`src/design/cmdsplit_pkg.sv`:
```
`default_nettype none

package cmdsplit_pkg;

    localparam int unsigned CHAR_W = 16;

    localparam logic [CHAR_W-1:0] CH_QUOTE  = 16'h0022;
    localparam logic [CHAR_W-1:0] CH_BSLASH = 16'h005C;
    localparam logic [CHAR_W-1:0] CH_SPACE  = 16'h0020;
    localparam logic [CHAR_W-1:0] CH_TAB    = 16'h0009;

    localparam logic [1:0] KIND_CHAR     = 2'd0;
    localparam logic [1:0] KIND_ARG_END  = 2'd1;
    localparam logic [1:0] KIND_LINE_END = 2'd2;

    // which part of the held plan goes out on an emit
    typedef enum logic [1:0] {
        SEL_RUN,
        SEL_ARGEND,
        SEL_CHAR,
        SEL_LINEEND
    } t_sel;

    typedef struct packed {
        logic accept;
        logic emit;
        t_sel sel;
        logic last;
    } t_dp_cmd;

    typedef struct packed {
        logic plan_empty;  // for the beat being offered on the input
        logic run_left;
        logic run_one;
        logic argend;
        logic chr;
        logic lineend;
    } t_dp_status;

endpackage

`default_nettype wire

```
`src/design/command_line_word_splitter_core.sv`:
```
// Command line word splitter.
// Slave stream: one UTF-16 code unit a beat in s_axis_tdata; s_axis_tlast marks the end
// of the line, with tdata then ignored. Master stream: argument characters, argument-end
// marks and a line-end mark, kind in m_axis_tuser; m_axis_tlast flags the final result
// caused by an input beat. Run clamping is reported on the line-end beat.
// Blank and backslash runs are held until the next character decides them, so an input
// beat may cause no result or up to MAX_RUN + 2 results.
// Flow: the input beat is taken while idle and its plan is registered; its results then
// leave one per cycle while the receiver is ready, each through the output register.
// A beat that only extends a held run or toggles quotes yields no result and leaves
// the input ready. A single result sequencer emits the results; the next input is taken
// once the last result of the current one is in the output register.
// Reset (synchronous, active low) clears the line state; there is no clearing pass.
// When the receiver stalls, the output register holds its beat and emission pauses;
// the input stays blocked until the last result has been emitted into the output register.
`default_nettype none

module command_line_word_splitter_core
    import cmdsplit_pkg::*;
#(
    parameter int unsigned MAX_RUN = 32
) (
    input  wire logic        i_clk,
    input  wire logic        i_rst_n,
    input  wire logic        s_axis_tvalid,
    output logic             s_axis_tready,
    input  wire logic [15:0] s_axis_tdata,   // [15:0] ch
    input  wire logic        s_axis_tlast,   // end_of_line
    output logic             m_axis_tvalid,
    input  wire logic        m_axis_tready,
    output logic [23:0]      m_axis_tdata,   // [15:0] out_char, [16] run_clamped
    output logic [1:0]       m_axis_tuser,   // [1:0] kind
    output logic             m_axis_tlast    // last
);

    t_dp_cmd           cmd;
    t_dp_status        status;
    logic [1:0]        out_kind;
    logic [CHAR_W-1:0] out_char;
    logic              out_clamped;
    logic              out_last;

    cmdsplit_ctrl u_ctrl (
        .i_clk       (i_clk),
        .i_rst_n     (i_rst_n),
        .i_in_valid  (s_axis_tvalid),
        .o_in_ready  (s_axis_tready),
        .o_out_valid (m_axis_tvalid),
        .i_out_ready (m_axis_tready),
        .i_status    (status),
        .o_cmd       (cmd)
    );

    cmdsplit_dp #(
        .MAX_RUN (MAX_RUN)
    ) u_dp (
        .i_clk     (i_clk),
        .i_rst_n   (i_rst_n),
        .i_cmd     (cmd),
        .i_ch      (s_axis_tdata),
        .i_eol     (s_axis_tlast),
        .o_status  (status),
        .o_kind    (out_kind),
        .o_char    (out_char),
        .o_clamped (out_clamped),
        .o_last    (out_last)
    );

    assign m_axis_tdata = {7'b0, out_clamped, out_char};
    assign m_axis_tuser = out_kind;
    assign m_axis_tlast = out_last;

endmodule

`default_nettype wire

```
`src/design/cmdsplit_ctrl.sv`:
```
`default_nettype none

module cmdsplit_ctrl
    import cmdsplit_pkg::*;
(
    input  wire logic       i_clk,
    input  wire logic       i_rst_n,
    input  wire logic       i_in_valid,
    output logic            o_in_ready,
    output logic            o_out_valid,
    input  wire logic       i_out_ready,
    input  wire t_dp_status i_status,
    output t_dp_cmd         o_cmd
);

    typedef enum logic {
        S_IDLE,
        S_EMIT
    } t_state;

    t_state r_state;
    t_state n_state;
    logic   r_out_valid;
    logic   n_out_valid;
    logic   out_free;
    logic   any_left;

    assign o_in_ready  = (r_state == S_IDLE);
    assign o_out_valid = r_out_valid;

    always_comb begin
        out_free = !r_out_valid || i_out_ready;
        any_left = i_status.run_left || i_status.argend || i_status.chr || i_status.lineend;

        o_cmd        = '0;
        o_cmd.sel    = SEL_RUN;
        o_cmd.accept = (r_state == S_IDLE) && i_in_valid;
        n_state      = r_state;

        case (r_state)
            S_IDLE: begin
                if (o_cmd.accept && !i_status.plan_empty) begin
                    n_state = S_EMIT;
                end
            end
            S_EMIT: begin
                if (!any_left) begin
                    n_state = S_IDLE;
                end else if (out_free) begin
                    o_cmd.emit = 1'b1;
                    // order: held run, argument end, character, line end
                    if (i_status.run_left) begin
                        o_cmd.sel  = SEL_RUN;
                        o_cmd.last = i_status.run_one && !i_status.argend &&
                                     !i_status.chr && !i_status.lineend;
                    end else if (i_status.argend) begin
                        o_cmd.sel  = SEL_ARGEND;
                        o_cmd.last = !i_status.chr && !i_status.lineend;
                    end else if (i_status.chr) begin
                        o_cmd.sel  = SEL_CHAR;
                        o_cmd.last = !i_status.lineend;
                    end else begin
                        o_cmd.sel  = SEL_LINEEND;
                        o_cmd.last = 1'b1;
                    end
                    if (o_cmd.last) begin
                        n_state = S_IDLE;
                    end
                end
            end
            default: begin
                n_state = S_IDLE;
            end
        endcase

        if (o_cmd.emit) begin
            n_out_valid = 1'b1;
        end else if (i_out_ready) begin
            n_out_valid = 1'b0;
        end else begin
            n_out_valid = r_out_valid;
        end
    end

    always_ff @(posedge i_clk) begin
        if (!i_rst_n) begin
            r_state     <= S_IDLE;
            r_out_valid <= 1'b0;
        end else begin
            r_state     <= n_state;
            r_out_valid <= n_out_valid;
        end
    end

`ifndef SYNTH
    a_busy_after_accept: assert property (@(posedge i_clk) disable iff (!i_rst_n)
        (o_cmd.accept && !i_status.plan_empty) |=> !o_in_ready)
        else $error("input taken while a plan is still being emitted");

    a_idle_after_last: assert property (@(posedge i_clk) disable iff (!i_rst_n)
        (o_cmd.emit && o_cmd.last) |=> (r_state == S_IDLE))
        else $error("controller did not return to idle after last beat");

    a_emit_into_free: assert property (@(posedge i_clk) disable iff (!i_rst_n)
        o_cmd.emit |-> (!r_out_valid || i_out_ready))
        else $error("emit overwrote an untaken output beat");
`endif

endmodule

`default_nettype wire

```
`src/design/cmdsplit_dp.sv`:
```
`default_nettype none

module cmdsplit_dp
    import cmdsplit_pkg::*;
#(
    parameter int unsigned MAX_RUN = 32
) (
    input  wire logic              i_clk,
    input  wire logic              i_rst_n,
    input  wire t_dp_cmd           i_cmd,
    input  wire logic [CHAR_W-1:0] i_ch,
    input  wire logic              i_eol,
    output t_dp_status             o_status,
    output logic [1:0]             o_kind,
    output logic [CHAR_W-1:0]      o_char,
    output logic                   o_clamped,
    output logic                   o_last
);

    localparam int unsigned CW = $clog2(MAX_RUN + 1);

    typedef enum logic [1:0] {
        PEND_NONE,
        PEND_BLANK,
        PEND_BSLASH
    } t_pend;

    // line state
    logic               r_in_quotes,   n_in_quotes;
    logic               r_arg_started, n_arg_started;
    t_pend              r_pend,        n_pend;
    logic [CW-1:0]      r_run_cnt,     n_run_cnt;
    logic [MAX_RUN-1:0] r_blank_pat,   n_blank_pat;
    logic               r_clamp_seen,  n_clamp_seen;

    // plan for the accepted beat
    logic               r_p_blank,  p_blank;
    logic [CW-1:0]      r_p_cnt,    p_cnt;
    logic [MAX_RUN-1:0] r_p_pat,    p_pat;
    logic               r_p_argend, p_argend;
    logic               r_p_char,   p_char;
    logic [CHAR_W-1:0]  r_p_val,    p_val;
    logic               r_p_lineend, p_lineend;
    logic               r_p_clamp,  p_clamp;

    logic               is_blank;
    logic               is_bslash;
    logic               is_quote;
    logic               do_resolve;
    logic               do_grow;
    logic               grow_tab;
    logic [CW-1:0]      base_cnt;
    logic [MAX_RUN-1:0] base_pat;

    always_comb begin
        is_blank  = (i_ch == CH_SPACE) || (i_ch == CH_TAB);
        is_bslash = (i_ch == CH_BSLASH);
        is_quote  = (i_ch == CH_QUOTE);

        n_in_quotes   = r_in_quotes;
        n_arg_started = r_arg_started;
        n_pend        = r_pend;
        n_run_cnt     = r_run_cnt;
        n_blank_pat   = r_blank_pat;
        n_clamp_seen  = r_clamp_seen;

        p_blank   = 1'b0;
        p_cnt     = '0;
        p_pat     = r_blank_pat;
        p_argend  = 1'b0;
        p_char    = 1'b0;
        p_val     = i_ch;
        p_lineend = 1'b0;
        p_clamp   = r_clamp_seen;

        do_resolve = 1'b0;
        do_grow    = 1'b0;
        grow_tab   = (i_ch == CH_TAB);
        base_cnt   = '0;
        base_pat   = '0;

        if (i_eol) begin
            // trailing blanks are dropped, held backslashes go out as they are
            if (r_pend == PEND_BSLASH) begin
                p_cnt = r_run_cnt;
            end
            p_argend      = r_arg_started;
            p_lineend     = 1'b1;
            n_in_quotes   = 1'b0;
            n_arg_started = 1'b0;
            n_pend        = PEND_NONE;
            n_run_cnt     = '0;
            n_blank_pat   = '0;
            n_clamp_seen  = 1'b0;
        end else if (is_blank) begin
            if (r_arg_started) begin
                if (r_pend != PEND_BLANK) begin
                    do_resolve = 1'b1;
                end else begin
                    base_cnt = r_run_cnt;
                    base_pat = r_blank_pat;
                end
                do_grow = 1'b1;
                n_pend  = PEND_BLANK;
            end
        end else if (is_bslash) begin
            if (r_pend != PEND_BSLASH) begin
                do_resolve = 1'b1;
            end else begin
                base_cnt = r_run_cnt;
            end
            do_grow       = 1'b1;
            grow_tab      = 1'b0;
            n_pend        = PEND_BSLASH;
            n_arg_started = 1'b1;
        end else if (is_quote) begin
            if (r_pend == PEND_BSLASH) begin
                // halve the run; an odd run makes the quote literal
                p_cnt = r_run_cnt >> 1;
                if (r_run_cnt[0]) begin
                    p_char = 1'b1;
                    p_val  = CH_QUOTE;
                end else begin
                    n_in_quotes = !r_in_quotes;
                end
            end else begin
                do_resolve  = 1'b1;
                n_in_quotes = !r_in_quotes;
            end
            n_pend        = PEND_NONE;
            n_run_cnt     = '0;
            n_blank_pat   = '0;
            n_arg_started = 1'b1;
        end else begin
            do_resolve    = 1'b1;
            p_char        = 1'b1;
            n_pend        = PEND_NONE;
            n_run_cnt     = '0;
            n_blank_pat   = '0;
            n_arg_started = 1'b1;
        end

        if (do_resolve) begin
            if (r_pend == PEND_BLANK) begin
                if (r_in_quotes) begin
                    p_blank = 1'b1;
                    p_cnt   = r_run_cnt;
                end else begin
                    p_argend = 1'b1;
                end
            end else if ((r_pend == PEND_BSLASH) && !is_quote) begin
                p_cnt = r_run_cnt;
            end
        end

        if (do_grow) begin
            if (base_cnt >= CW'(MAX_RUN)) begin
                n_clamp_seen = 1'b1;
                n_run_cnt    = base_cnt;
                n_blank_pat  = base_pat;
            end else begin
                n_run_cnt   = base_cnt + CW'(1);
                n_blank_pat = base_pat | ({{(MAX_RUN-1){1'b0}}, grow_tab} << base_cnt);
            end
        end

        o_status.plan_empty = (p_cnt == '0) && !p_argend && !p_char && !p_lineend;
        o_status.run_left   = (r_p_cnt != '0);
        o_status.run_one    = (r_p_cnt == CW'(1));
        o_status.argend     = r_p_argend;
        o_status.chr        = r_p_char;
        o_status.lineend    = r_p_lineend;
    end

    always_ff @(posedge i_clk) begin
        if (!i_rst_n) begin
            r_in_quotes   <= 1'b0;
            r_arg_started <= 1'b0;
            r_pend        <= PEND_NONE;
            r_run_cnt     <= '0;
            r_blank_pat   <= '0;
            r_clamp_seen  <= 1'b0;
        end else if (i_cmd.accept) begin
            r_in_quotes   <= n_in_quotes;
            r_arg_started <= n_arg_started;
            r_pend        <= n_pend;
            r_run_cnt     <= n_run_cnt;
            r_blank_pat   <= n_blank_pat;
            r_clamp_seen  <= n_clamp_seen;
        end
    end

    // plan and output beat: loaded before use, no reset needed
    always_ff @(posedge i_clk) begin
        if (i_cmd.accept) begin
            r_p_blank   <= p_blank;
            r_p_cnt     <= p_cnt;
            r_p_pat     <= p_pat;
            r_p_argend  <= p_argend;
            r_p_char    <= p_char;
            r_p_val     <= p_val;
            r_p_lineend <= p_lineend;
            r_p_clamp   <= p_clamp;
        end else if (i_cmd.emit) begin
            o_last    <= i_cmd.last;
            o_clamped <= 1'b0;
            case (i_cmd.sel)
                SEL_RUN: begin
                    o_kind  <= KIND_CHAR;
                    if (r_p_blank) begin
                        o_char <= r_p_pat[0] ? CH_TAB : CH_SPACE;
                    end else begin
                        o_char <= CH_BSLASH;
                    end
                    r_p_cnt <= r_p_cnt - CW'(1);
                    r_p_pat <= r_p_pat >> 1;
                end
                SEL_ARGEND: begin
                    o_kind     <= KIND_ARG_END;
                    o_char     <= '0;
                    r_p_argend <= 1'b0;
                end
                SEL_CHAR: begin
                    o_kind   <= KIND_CHAR;
                    o_char   <= r_p_val;
                    r_p_char <= 1'b0;
                end
                SEL_LINEEND: begin
                    o_kind      <= KIND_LINE_END;
                    o_char      <= '0;
                    o_clamped   <= r_p_clamp;
                    r_p_lineend <= 1'b0;
                end
                default: begin
                    o_kind <= KIND_LINE_END;
                    o_char <= '0;
                end
            endcase
        end
    end

`ifndef SYNTH
    a_run_bound: assert property (@(posedge i_clk) disable iff (!i_rst_n)
        r_run_cnt <= CW'(MAX_RUN))
        else $error("held run longer than the run buffer");

    a_idle_run_empty: assert property (@(posedge i_clk) disable iff (!i_rst_n)
        (r_pend == PEND_NONE) |-> ((r_run_cnt == '0) && (r_blank_pat == '0)))
        else $error("run count left over with nothing held");

    a_line_end_clears: assert property (@(posedge i_clk) disable iff (!i_rst_n)
        (i_cmd.accept && i_eol) |=> (!r_arg_started && !r_in_quotes && !r_clamp_seen))
        else $error("line state not cleared at line end");
`endif

endmodule

`default_nettype wire
```
`config.mk`:
```
export PLATFORM = sky130hd
export DESIGN_NAME = command_line_word_splitter_core
export DESIGN_NICKNAME = d
export VERILOG_FILES = /design/src/design/cmdsplit_pkg.sv /design/src/design/command_line_word_splitter_core.sv /design/src/design/cmdsplit_ctrl.sv /design/src/design/cmdsplit_dp.sv
export SDC_FILE = /design/constraint.sdc
export NUM_CORES = 1
export LEC_CHECK = 0
export BUFFER_PORTS_ARGS = -buffer_cell sky130_fd_sc_hd__buf_2
export CAP_MARGIN = 40
export CORE_ASPECT_RATIO = 1.4
export CORE_MARGIN = 3
export CORE_UTILIZATION = 49
export DETAILED_ROUTE_END_ITERATION = 8
export PLACE_DENSITY = 0.68
export SLEW_MARGIN = 20
export SYNTH_ARGS = -nofsm -noshare
export SYNTH_HDL_FRONTEND = slang
export SYNTH_SLANG_ARGS = --single-unit
```
`constraint.sdc`:
```
create_clock -name i_clk -period 10.3 [get_ports i_clk]
set_input_delay 3.09 -clock i_clk [delete_from_list [all_inputs] [get_ports i_clk]]
set_output_delay 3.09 -clock i_clk [all_outputs]
set_load 0.03 [all_outputs]
```
# Word-level counts from Yosys, hierarchy flattened
# Cells that the tools add are included.
dict set report word_totals {
  input_bits 21
  out_inout_bits 29
  regBits 124
}
dict set report op_classes {
  n_addsub 2
  n_bitwise 3
  muxes 113
  reduce_logical 48
  magnitude_cmp 1
  shifts 1
  n_eq_ne 18
}
# op n
set ops {}
lappend ops {{32-bit two-way mux} 12}
lappend ops {{6-bit two-way mux} 24}
lappend ops {{16-bit two-way mux} 7}
lappend ops {{1-bit two-way mux} 53}
lappend ops {{16-bit one-hot mux with 3 select lines} 1}
lappend ops {{16-bit by 6-bit == test with 1-bit output, second input constant} 2}
lappend ops {{32-bit bitwise OR} 1}
lappend ops {{1-bit by 6-bit left shift with 32-bit output} 1}
lappend ops {{16-bit by 4-bit == test with 1-bit output, second input constant} 1}
lappend ops {{16-bit by 7-bit == test with 1-bit output, second input constant} 1}
lappend ops {{2-bit AND reduction} 8}
lappend ops {{3-bit two-way mux} 5}
lappend ops {{2-bit nonzero test} 7}
lappend ops {{4-bit two-way mux} 3}
lappend ops {{1-bit logical AND} 10}
lappend ops {{1-bit zero test} 10}
lappend ops {{2-bit two-way mux} 5}
lappend ops {{3-bit != test, second input constant} 3}
lappend ops {{6-bit by 1-bit adder with 6-bit output, second input constant} 1}
lappend ops {{2-bit == test, second input constant} 3}
lappend ops {{6-bit by 1-bit == test with 1-bit output, second input constant} 1}
lappend ops {{6-bit >= comparator, second input constant} 1}
lappend ops {{6-bit zero test} 1}
lappend ops {{2-bit != test, second input constant} 3}
lappend ops {{14 further kinds} 22}

# Longest topological paths before layout
# Gate-level depths: netlist (run 1).
dict set report depth {
  depth_word 17
  depth_mapped 12
  mapped_depth_nobuf 11
}

# Modules after synthesis
# A second synthesis (run 1) with hierarchy kept.
dict set report hier_totals {
  cells_unflattened 521
  hier_area_um2 5805.6
}
# module cells_per_inst instances area_per_inst_um2
set by_module_without_submodules {}
lappend by_module_without_submodules {cmdsplit_dp 491 1 5579.1}
lappend by_module_without_submodules {cmdsplit_ctrl 21 1 162.7}
lappend by_module_without_submodules {command_line_word_splitter_core 9 1 63.8}

# Worst setup path after synthesis (run 1)
# No wires, ideal clock.
dict set report synth_path {
  kind {input port to flip-flop}
  startpoint {in s_axis_tdata[9]}
  endpoint {reg u_dp.r_blank_pat[4], in the netlist u_dp.p_pat[4]}
  stages 8
  arrival_ns 5.367
  setup_slack_ns 4.873
  n_path_buf 2
  setup_time_ns 0.060
  path_cell_list {or4_4 > or4b_4 > buf_6 > or2_4 > or3_4 > a21oi_4 > buf_6 > a22o_1}
}
dict set report synth_between {
  elab_chain_cells 8
  word_cells_on_any_way 23
}
# element line
set synth_rtl {}
lappend synth_rtl {{start: declaration} command_line_word_splitter_core.sv:27} ;# input wire logic [15:0] s_axis_tdata,
lappend synth_rtl {{branches (longest 8 deep; another with 6-bit >= comparator)} n/a}
lappend synth_rtl {{end signal: assignment} cmdsplit_dp.sv:188} ;# r_blank_pat <= n_blank_pat;
lappend synth_rtl {{end: declaration} cmdsplit_dp.sv:33} ;# logic [MAX_RUN-1:0] r_blank_pat, n_blank_pat;
# Several ways; the timed one is not identified.
# A chain may end at the register's enable or synchronous reset.

# Final worst setup path (run 1)
dict set report layout_path {
  startpoint {in s_axis_tdata[9]}
  endpoint {reg u_dp.r_blank_pat[6], in the netlist u_dp.p_pat[6]}
}
# Same word-level chain as after synthesis.

==> impl_metrics.json, run 1 <==
{
  "crit_slowest_cell": "a21oi_4",
  "post-cts-setup-buffer-count": 0,
  "post_cts_resize_count": 0,
  "cp-start-kind": "input port",
  "detail_route.wirelength_um": 11570,
  "ys_ff_latch": 124,
  "post_cts_hold_buffer_count": 0,
  "area_delta_synth_final_pct": 14.31,
  "cts_sink_count": 124,
  "crit-reg2reg-launch": "u_dp.r_pend[0]",
  "critical_path.cell_chain": "buf_2, or4_4, or4b_4, or2_4, or3_4, a21oi_4, a22o_1",
  "die-height_um": 132.2,
  "cts_root_buffer": "clkbuf_16",
  "place.detailed.hpwl_um": 8066,
  "cts_tree": "built",
  "run_status": "finished clean",
  "fillerInstances": 900,
  "synth.most_common_cell": "nand2_1",
  "synth_top_cell_by_area": "edfxtp_1",
  "yosys_warnings": 0,
  "portBuffers": 42,
  "first_pass_iters": 5,
  "timing.critical_path.arrival_ns": 5.89,
  "postLayoutCoreUtil_pct": 58.07,
  "top_family_by_delay_on_critical_path": "simple AND/OR/NAND/NOR gates",
  "regToRegEndpoint": "u_dp.p_pat[17]",
  "report.final.hold_viol_count": 0,
  "worst_hold_slack_ns": 0.4500,
  "grt_start_max_net_pins": 54,
  "floorplan.die.width_um": 96.17,
  "ys_types": 62,
  "slew_headroom_pct": 45.90,
  "crit_path_max_incr_delay_ns": 0.64,
  "crit_path_required_time_ns": 10.65,
  "worstHoldPathType": "reg2reg",
  "ctsHtreeMaxLevel": 4,
  "clock.fmax_mhz": 180.3,
  "final.setup_skew_ns": 0.01026,
  "setup-tns-final_ns": 0,
  "fraction_of_registers_with_async_set_reset_pct": 0,
  "clk_latency_worst_skew_pair_ns": 0.41,
  "final_net_count": 578,
  "die_area_um2": 12720,
  "power_density_nw_per_um2": 200.1,
  "grt_overflow": 0,
  "detail_route.drc_violations": 0,
  "crit_path_max_fanout": 32,
  "syn-mean-instance-area_um2": 10.48,
  "maxSlewViolCount": 0,
  "ys_top_cells_by_count": "nand2_1 (119), edfxtp_1 (79), dfxtp_1 (45), clkbuf_1 (35), o2bb2ai_1 (24)",
  "vdd_ir_drop_max_uv": 114.4,
  "cts-buffers-inserted": 17,
  "synth_area_leaders": "edfxtp_1 (43%), dfxtp_1 (16%), nand2_1 (8.0%)",
  "layout_cells_sized_above_1_pct": 16.43,
  "hold_depth": 0,
  "critPathCaptureType": "register",
  "routed-via-count": 4011,
  "syn_area_um2": 5578,
  "floorplan.core_area_um2": 10980,
  "timing.reg2reg.setup_slack_ns": 7.64,
  "place_congestion": 0.9150,
  "unrepaired_setup_endpoints_after_global_routing": "false",
  "post-synth-top-area-fraction_pct": 42.53,
  "initial_antenna_violation_count": 0,
  "synth_ff_type": "edfxtp_1",
  "worst_r2r_path_depth": 6,
  "syn_inst": 532,
  "drt-vias-per-instance": 5.673,
  "sum_of_buffers_and_inverters_on_the_critical_path": 1,
  "p_leak_nw": 2.441,
  "stdcell_count": 707,
  "ant_nets": 0,
  "seq_area_frac_synth_pct": 58.68,
  "report.final.setup_viol": 0,
  "setup.worst_path.class": "in2reg",
  "number_of_enable_type_register_cells_in_the_synthesized_netlist": 79,
  "dp.cells": 674,
  "max_cap_violations": 0,
  "worst_hold_path.endpoint": "u_dp.r_p_clamp",
  "clk_path_buf_depth": 2,
  "initial_utilization_pct": 50.80,
  "num_antenna_cells": 0,
  "finalWorstPathRequiredPeriod_ns": 5.548,
  "path_clk_slew_ns": 0.05,
  "num_rows": 45,
  "grt_pass1_wl_um": 19110,
  "global_route.usage.total_pct": 19.55,
  "max_slew.worst_pin.slew_ns": 0.8067,
  "holdCritStartpoint": "u_dp.p_clamp",
  "detail_route.wl_per_cell_um": 16.36,
  "first_global_vias": 3927,
  "io_count": 50,
  "post_route_clock_period_utilization_pct": 53.86,
  "drtIter0Drc": 231
}
-- cell families (layout without fill, tap and decap cells) --
kind of cell    Yosys count  after routing  share of synthesized area (%)
compound gates          100            100                          13.73
xor+xnor                  4              4                         0.6280
fa+ha+maj                 4              4                         0.8973
buf+inv                  65             93                          5.473
flops                   124            124                          58.68
other cells               1              7                        0.06723
simple gates            234            234                          20.53
-- where the power goes --
part	internal (W)	switching (W)
Clock	0.000380	0.000217
Sequential	0.000571	0.0000127
Combinational	0.0000284	0.0000669
-- sequential cells by signal, indices dropped and copies added (netlist names) --
name	count
u_ctrl.o_out_valid	1
u_dp.r_p_char	1
u_dp.r_p_argend	1
u_dp.r_p_cnt	6
u_dp.o_char	16
u_dp.r_run_cnt	6
u_dp.o_clamped	1
u_dp.r_p_clamp	1
u_dp.r_p_pat	32
u_dp.r_p_lineend	1
u_dp.r_pend	2
u_dp.r_arg_started	1
u_dp.o_last	1
u_dp.p_pat	32
u_dp.r_p_blank	1
u_dp.p_clamp	1
u_dp.r_in_quotes	1
u_ctrl.r_state	1
u_dp.o_kind	2
u_dp.r_p_val	16
-- cell type report --
type	count	area, µm²	area share [%]
clock buffer	17	425.4	6.672
clock inverter	15	171.4	2.688
inverter	14	52.55	0.8242
multi-input combinational	349	2022	31.71
sequential	124	3273	51.33
tap	141	176.4	2.767
timing repair buffer	47	255.2	4.003
-- per-layer routing --
layer / global-route usage, % / up-vias / share of wire [%]
met5: 0 / - / 0
met4: 7.832 / 0 / 2.1
met3: 5.654 / 25 / 4.8
met2: 33.65 / 108 / 53
met1: 22.23 / 1939 / 40
li1: - / 1939 / -
-- how the worst max path moves through the flow --
stage                          to  slack, ns  cells after the start             from
floorplan           u_dp.p_pat[4]       4.87                      8  s_axis_tdata[9]
global route        u_dp.p_pat[6]       4.61                      7  s_axis_tdata[9]
finish              u_dp.p_pat[6]       4.75                      7  s_axis_tdata[9]
global placement    u_dp.p_pat[0]       4.37                      7  s_axis_tdata[9]
CTS                 u_dp.p_pat[6]       4.77                      7  s_axis_tdata[9]
detailed placement  u_dp.p_pat[2]       4.34                      7  s_axis_tdata[9]
-- stage by stage --
stage / worst slack [ns] / cell area, µm² / power (W)
floorplan: 4.873 / 5600 / 0.0006662
global placement: 4.367 / 5764 / 0.0006857
detailed placement: 4.337 / 5764 / 0.0006898
CTS: 4.772 / 6361 / 0.001288
global route: 4.609 / 6376 / 0.001326
finish: 4.753 / 6376 / 0.001276
-- placed cells by master (no fill, tap or decap), drive strengths merged, types with 14 or more instances in the layout --
cell type,count
nor2,21
nand2,119
a21oi,14
buf,47
dfxtp,45
and2,17
inv,17
clkbuf,17
edfxtp,79
o2bb2ai,24
Power figures use the tool's default switching activity.
==> run 2: changes to the inputs <==
==> constraint.sdc (replaced) <==
create_clock -name i_clk -period 5.8 [get_ports i_clk]
set_input_delay 1.74 -clock i_clk [delete_from_list [all_inputs] [get_ports i_clk]]
set_output_delay 1.74 -clock i_clk [all_outputs]
set_load 0.03 [all_outputs]
==> impl_metrics.json, run 2 (synthesized netlist as in run 1, its figures left out) <==
{
  "crit_path_max_fanout": 32,
  "ff_latch_area_um2": 3273,
  "most-common-layout-cells": "nand2_1 (119), edfxtp_1 (79), dfxtp_1 (45)",
  "setup.worst_path.class": "in2reg",
  "post_cts_resize_count": 0,
  "p_leak_nw": 2.406,
  "maxSlewViolCount": 0,
  "run_status": "finished clean",
  "grt_pass1_wl_um": 19580,
  "initial_utilization_pct": 50.80,
  "final.setup_skew_ns": 0.006179,
  "cts-buffers-inserted": 17,
  "floorplan.die.width_um": 96.17,
  "grt_start_max_net_pins": 47,
  "final_net_count": 578,
  "first_pass_iters": 5,
  "clk_path_buf_depth": 2,
  "fillerInstances": 936,
  "report.final.hold_viol_count": 0,
  "layout_cells_sized_above_1_pct": 16.08,
  "vdd_ir_drop_max_uv": 207.9,
  "place.detailed.hpwl_um": 8130,
  "slew_headroom_pct": 45.77,
  "max_slew.worst_pin.slew_ns": 0.8117,
  "io_count": 50,
  "drtIter0Drc": 261,
  "report.final.setup_viol": 0,
  "post-cts-setup-buffer-count": 0,
  "die_area_um2": 12720,
  "multi_input_comb_area_um2": 2022,
  "post_layout_worst_setup_margin_ns": 1.579,
  "clk_latency_worst_skew_pair_ns": 0.41,
  "worstHoldPathType": "reg2reg",
  "initial_antenna_violation_count": 0,
  "ant_nets": 0,
  "num_antenna_cells": 0,
  "cts_root_buffer": "clkbuf_16",
  "unrepaired_setup_endpoints_after_global_routing": "false",
  "detail_route.wl_per_cell_um": 16.63,
  "postPlaceCellArea_um2": 5764,
  "setup-tns-final_ns": 0,
  "cts_sink_count": 124,
  "preCtsSetupSlack_ns": 1.160,
  "finalWorstPathRequiredPeriod_ns": 4.221,
  "portBuffers": 42,
  "routed-via-count": 4002,
  "fin_area_um2": 6314,
  "layout_commonest_cell": "nand2_1",
  "critPathCaptureType": "register",
  "power_density_nw_per_um2": 342.6,
  "num_rows": 45,
  "first_global_vias": 4059,
  "floorplan.core_area_um2": 10980,
  "cp-start-kind": "input port",
  "crit_path_required_time_ns": 6.15,
  "drt-vias-per-instance": 5.661,
  "cts_tree": "built",
  "post_route_clock_period_utilization_pct": 72.78,
  "area_delta_synth_final_pct": 13.19,
  "max_cap_violations": 0,
  "global_route.usage.total_pct": 20.00,
  "detail_route.wirelength_um": 11750,
  "ctsHtreeMaxLevel": 4,
  "clock.fmax_mhz": 236.9,
  "path_clk_slew_ns": 0.06,
  "die-height_um": 132.2,
  "place_congestion": 0.9661,
  "timing.critical_path.arrival_ns": 4.57,
  "grt_overflow": 0,
  "detail_route.drc_violations": 0,
  "post_cts_hold_buffer_count": 0
}
## run 2: changes by cell type in the layout (fill, tap and decap cells not counted)
cell	before	now
bufinv_16	3	1
clkinv_4	1	0
clkinv_1	1	2
inv_6	3	0
clkbuf_1	0	1
clkinv_2	4	6
clkinvlp_4	3	5
## run 2: report_power, final
part	total [W]	internal (W)	leakage (nW)	switching, W
Clock	0.000955	0.000579	0.252	0.000376
Combinational	0.000170	0.0000503	1.00	0.000120
Sequential	0.00104	0.00101	1.15	0.0000233
Total	0.00216	0.00164	2.41	0.000519
## run 2: metrics by stage
| step | std cells | util, % | hold slack (ns) | power, W |
|---|---|---|---|---|
| floorplan | 538 | - | 0.4090 | 0.001183 |
| global placement | 674 | 52.50 | 0.4306 | 0.001219 |
| detailed placement | 674 | 52.50 | 0.4275 | 0.001227 |
| CTS | 706 | 57.37 | 0.4411 | 0.002175 |
| global route | 707 | 57.50 | 0.4565 | 0.002239 |
| finish | 707 | 57.50 | 0.4360 | 0.002163 |
## run 2: path summary, 6_finish.rpt
check                           cells past startpoint            start        endpoint  slack (ns)
worst max-delay path                                7  s_axis_tdata[9]   u_dp.p_pat[8]        1.58
worst min-delay path                                0     u_dp.p_clamp  u_dp.r_p_clamp        0.44
worst max register to register                      6   u_ctrl.r_state   u_dp.p_pat[8]        3.10
worst min register to register                      0     u_dp.p_clamp  u_dp.r_p_clamp        0.44
## run 2: layout make-up
cell class                      count  area share [%]
Timing Repair Buffer               47           4.043
Inverter                           14          0.8323
Tap cell                          141           2.794
Sequential cell                   124           51.84
Clock inverter                     14           1.665
Multi-Input combinational cell    349           32.03
Clock buffer                       18           6.797
## run 2: metal layers
metal / wire [µm] / up-vias / track usage (%)
met4: 352 / 0 / 9.415
li1: - / 1940 / -
met2: 6164 / 122 / 33.65
met5: 0 / - / 0
met1: 4660 / 1915 / 22.89
met3: 576 / 25 / 5.654
## run 2: critical path, cell delays in order
cell and delay (ns):
buf_2 0.11, or4_4 0.55, or4b_4 0.57, or2_4 0.30, or3_4 0.38, a21oi_4 0.66
a22o_1 0.25
==> run 3: changes to the inputs <==
==> constraint.sdc (replaced) <==
create_clock -name i_clk -period 4 [get_ports i_clk]
set_input_delay 1.2 -clock i_clk [delete_from_list [all_inputs] [get_ports i_clk]]
set_output_delay 1.2 -clock i_clk [all_outputs]
set_load 0.03 [all_outputs]
==> impl_metrics.json, run 3 (synthesized netlist as in run 1, its figures left out) <==
{
  "run_status": "finished clean",
  "max_cap_violations": 0,
  "worst_hold_slack_ns": 0.4469,
  "startpoint": "s_axis_tdata[9]",
  "cp-start-kind": "input port",
  "report.final.setup_viol": 0,
  "timing.critical_path.to": "u_dp.p_pat[28]",
  "first_global_vias": 4036,
  "routed-via-count": 3988,
  "first_pass_iters": 7,
  "path_clk_slew_ns": 0.06,
  "met2_usage_pct": 32.92,
  "report.final.hold_viol_count": 0,
  "timing.critical_path.arrival_ns": 3.76,
  "global_route.usage.met3_pct": 5.254,
  "layout_commonest_cell": "nand2_1",
  "grt_pass1_wl_um": 19420,
  "drt-vias-per-instance": 5.585,
  "place.detailed.hpwl_um": 8031,
  "power.share.switching_pct": 22.29,
  "cts_sink_count": 124,
  "crit_path_max_fanout": 5,
  "power.internal_w": 0.002652,
  "die-height_um": 132.2,
  "detail_route.wl_per_cell_um": 16.24,
  "detail_route.wirelength_um": 11600,
  "floorplan.core_area_um2": 10980,
  "area_delta_synth_final_pct": 16.40,
  "post_route_clock_period_utilization_pct": 85.91,
  "slew_headroom_pct": 48.97,
  "max_slew.worst_pin.slew_ns": 0.7609,
  "detail_route.drc_violations": 0,
  "place_congestion": 0.8718,
  "cts_tree": "built",
  "grtUsageMet1_pct": 23.22,
  "clock.fmax_mhz": 291.0,
  "post_cts_hold_buffer_count": 0,
  "post_layout_worst_setup_margin_ns": 0.5635,
  "crit_path_required_time_ns": 4.33,
  "grt.busiest_layer": "met2",
  "final.setup_skew_ns": 0.004244,
  "preCtsSetupSlack_ns": 0.1612,
  "most-common-layout-cells": "nand2_1 (119), edfxtp_1 (79), dfxtp_1 (45)",
  "io_count": 50,
  "setup.worst_path.class": "in2reg",
  "unrepaired_setup_endpoints_after_global_routing": "false",
  "critPathCaptureType": "register",
  "regToRegEndpoint": "u_dp.r_run_cnt[2]",
  "postLayoutCoreUtil_pct": 59.13,
  "grt_start_max_net_pins": 61,
  "finalWorstPathRequiredPeriod_ns": 3.437,
  "ctsHtreeMaxLevel": 4,
  "clk_path_buf_depth": 2,
  "setup-tns-final_ns": 0,
  "vdd_ir_drop_max_uv": 305.8,
  "worstHoldPathType": "reg2reg",
  "switching_power_w": 0.0007609,
  "timing.reg2reg.setup_slack_ns": 1.50,
  "p_seq_share_pct": 44.1,
  "post_cts_resize_count": 0,
  "worst_r2r_path_depth": 10,
  "floorplan.die.width_um": 96.17,
  "grt_overflow": 0,
  "p_leak_nw": 2.503,
  "clock_power_share_pct": 48.5,
  "initial_utilization_pct": 50.80,
  "global_route.usage.total_pct": 19.81,
  "combinationalPowerShare_pct": 7.4,
  "ant_nets": 0,
  "post-cts-setup-buffer-count": 0,
  "die_area_um2": 12720,
  "clk_latency_worst_skew_pair_ns": 0.41,
  "layout_cells_sized_above_1_pct": 17.63,
  "power_density_nw_per_um2": 525.7,
  "num_rows": 45,
  "crit-reg2reg-launch": "u_dp.r_pend[0]",
  "final_net_count": 585,
  "initial_antenna_violation_count": 0,
  "maxSlewViolCount": 0,
  "portBuffers": 42,
  "drtIter0Drc": 225,
  "cts-buffers-inserted": 17,
  "cts_root_buffer": "clkbuf_16",
  "num_antenna_cells": 0
}
## run 3: power by group through the flow
| stage | Combinational [W] | Sequential [W] | Clock [W] |
|---|---|---|---|
| after floorplan | 0.000169 | 0.00155 | 0 |
| after global placement | 0.000244 | 0.00153 | 0 |
| after detailed placement | 0.000252 | 0.00153 | 0 |
| after CTS | 0.000254 | 0.00151 | 0.00169 |
| after global routing | 0.000284 | 0.00152 | 0.00174 |
| final | 0.000253 | 0.00150 | 0.00166 |
## run 3: area by class of cell
| class | count | area, µm² |
|---|---|---|
| Sequential cell | 124 | 3273 |
| Clock inverter | 15 | 222.7 |
| Fill cell | 898 | 4487 |
| Inverter | 14 | 52.55 |
| Tap cell | 141 | 176.4 |
| Multi-Input combinational cell | 349 | 2022 |
| Timing Repair Buffer | 54 | 320.3 |
| Clock buffer | 17 | 425.4 |
## run 3: stage by stage
stage               instance area [µm²]  instances  power (W)
CTS                                6477        713   0.003450
global route                       6492        714   0.003540
finish                             6492        714   0.003413
floorplan                          5600        538   0.001715
global placement                   5829        681   0.001772
detailed placement                 5829        681   0.001783
## run 3: worst min path at each step
stage / slack, ns / depth (start not counted) / endpoint / startpoint
3_5_place_dp: 0.43 / 0 / u_dp.r_p_clamp / u_dp.p_clamp
6_report: 0.45 / 0 / u_dp.r_p_clamp / u_dp.p_clamp
5_1_grt: 0.46 / 0 / u_dp.r_p_clamp / u_dp.p_clamp
2_1_floorplan: 0.41 / 0 / u_dp.r_p_clamp / u_dp.p_clamp
3_3_place_gp: 0.43 / 0 / u_dp.r_p_clamp / u_dp.p_clamp
4_1_cts: 0.45 / 0 / u_dp.r_p_clamp / u_dp.p_clamp
## run 3: layer usage
metal | up-vias | wire (µm) | share of wire (%)
li1 | 1956 | - | -
met1 | 1894 | 4612 | 40
met2 | 118 | 6127 | 53
met3 | 20 | 530 | 4.6
met4 | 0 | 325 | 2.8
met5 | - | 0 | 0
## run 3: worst max-delay path, stage by stage
cell	delay (ns)
buf_2	0.10
or4_4	0.55
nor4b_1	0.50
o21ai_0	0.32
nor2_1	0.32
buf_4	0.19
nand4_1	0.31
o2bb2ai_1	0.27
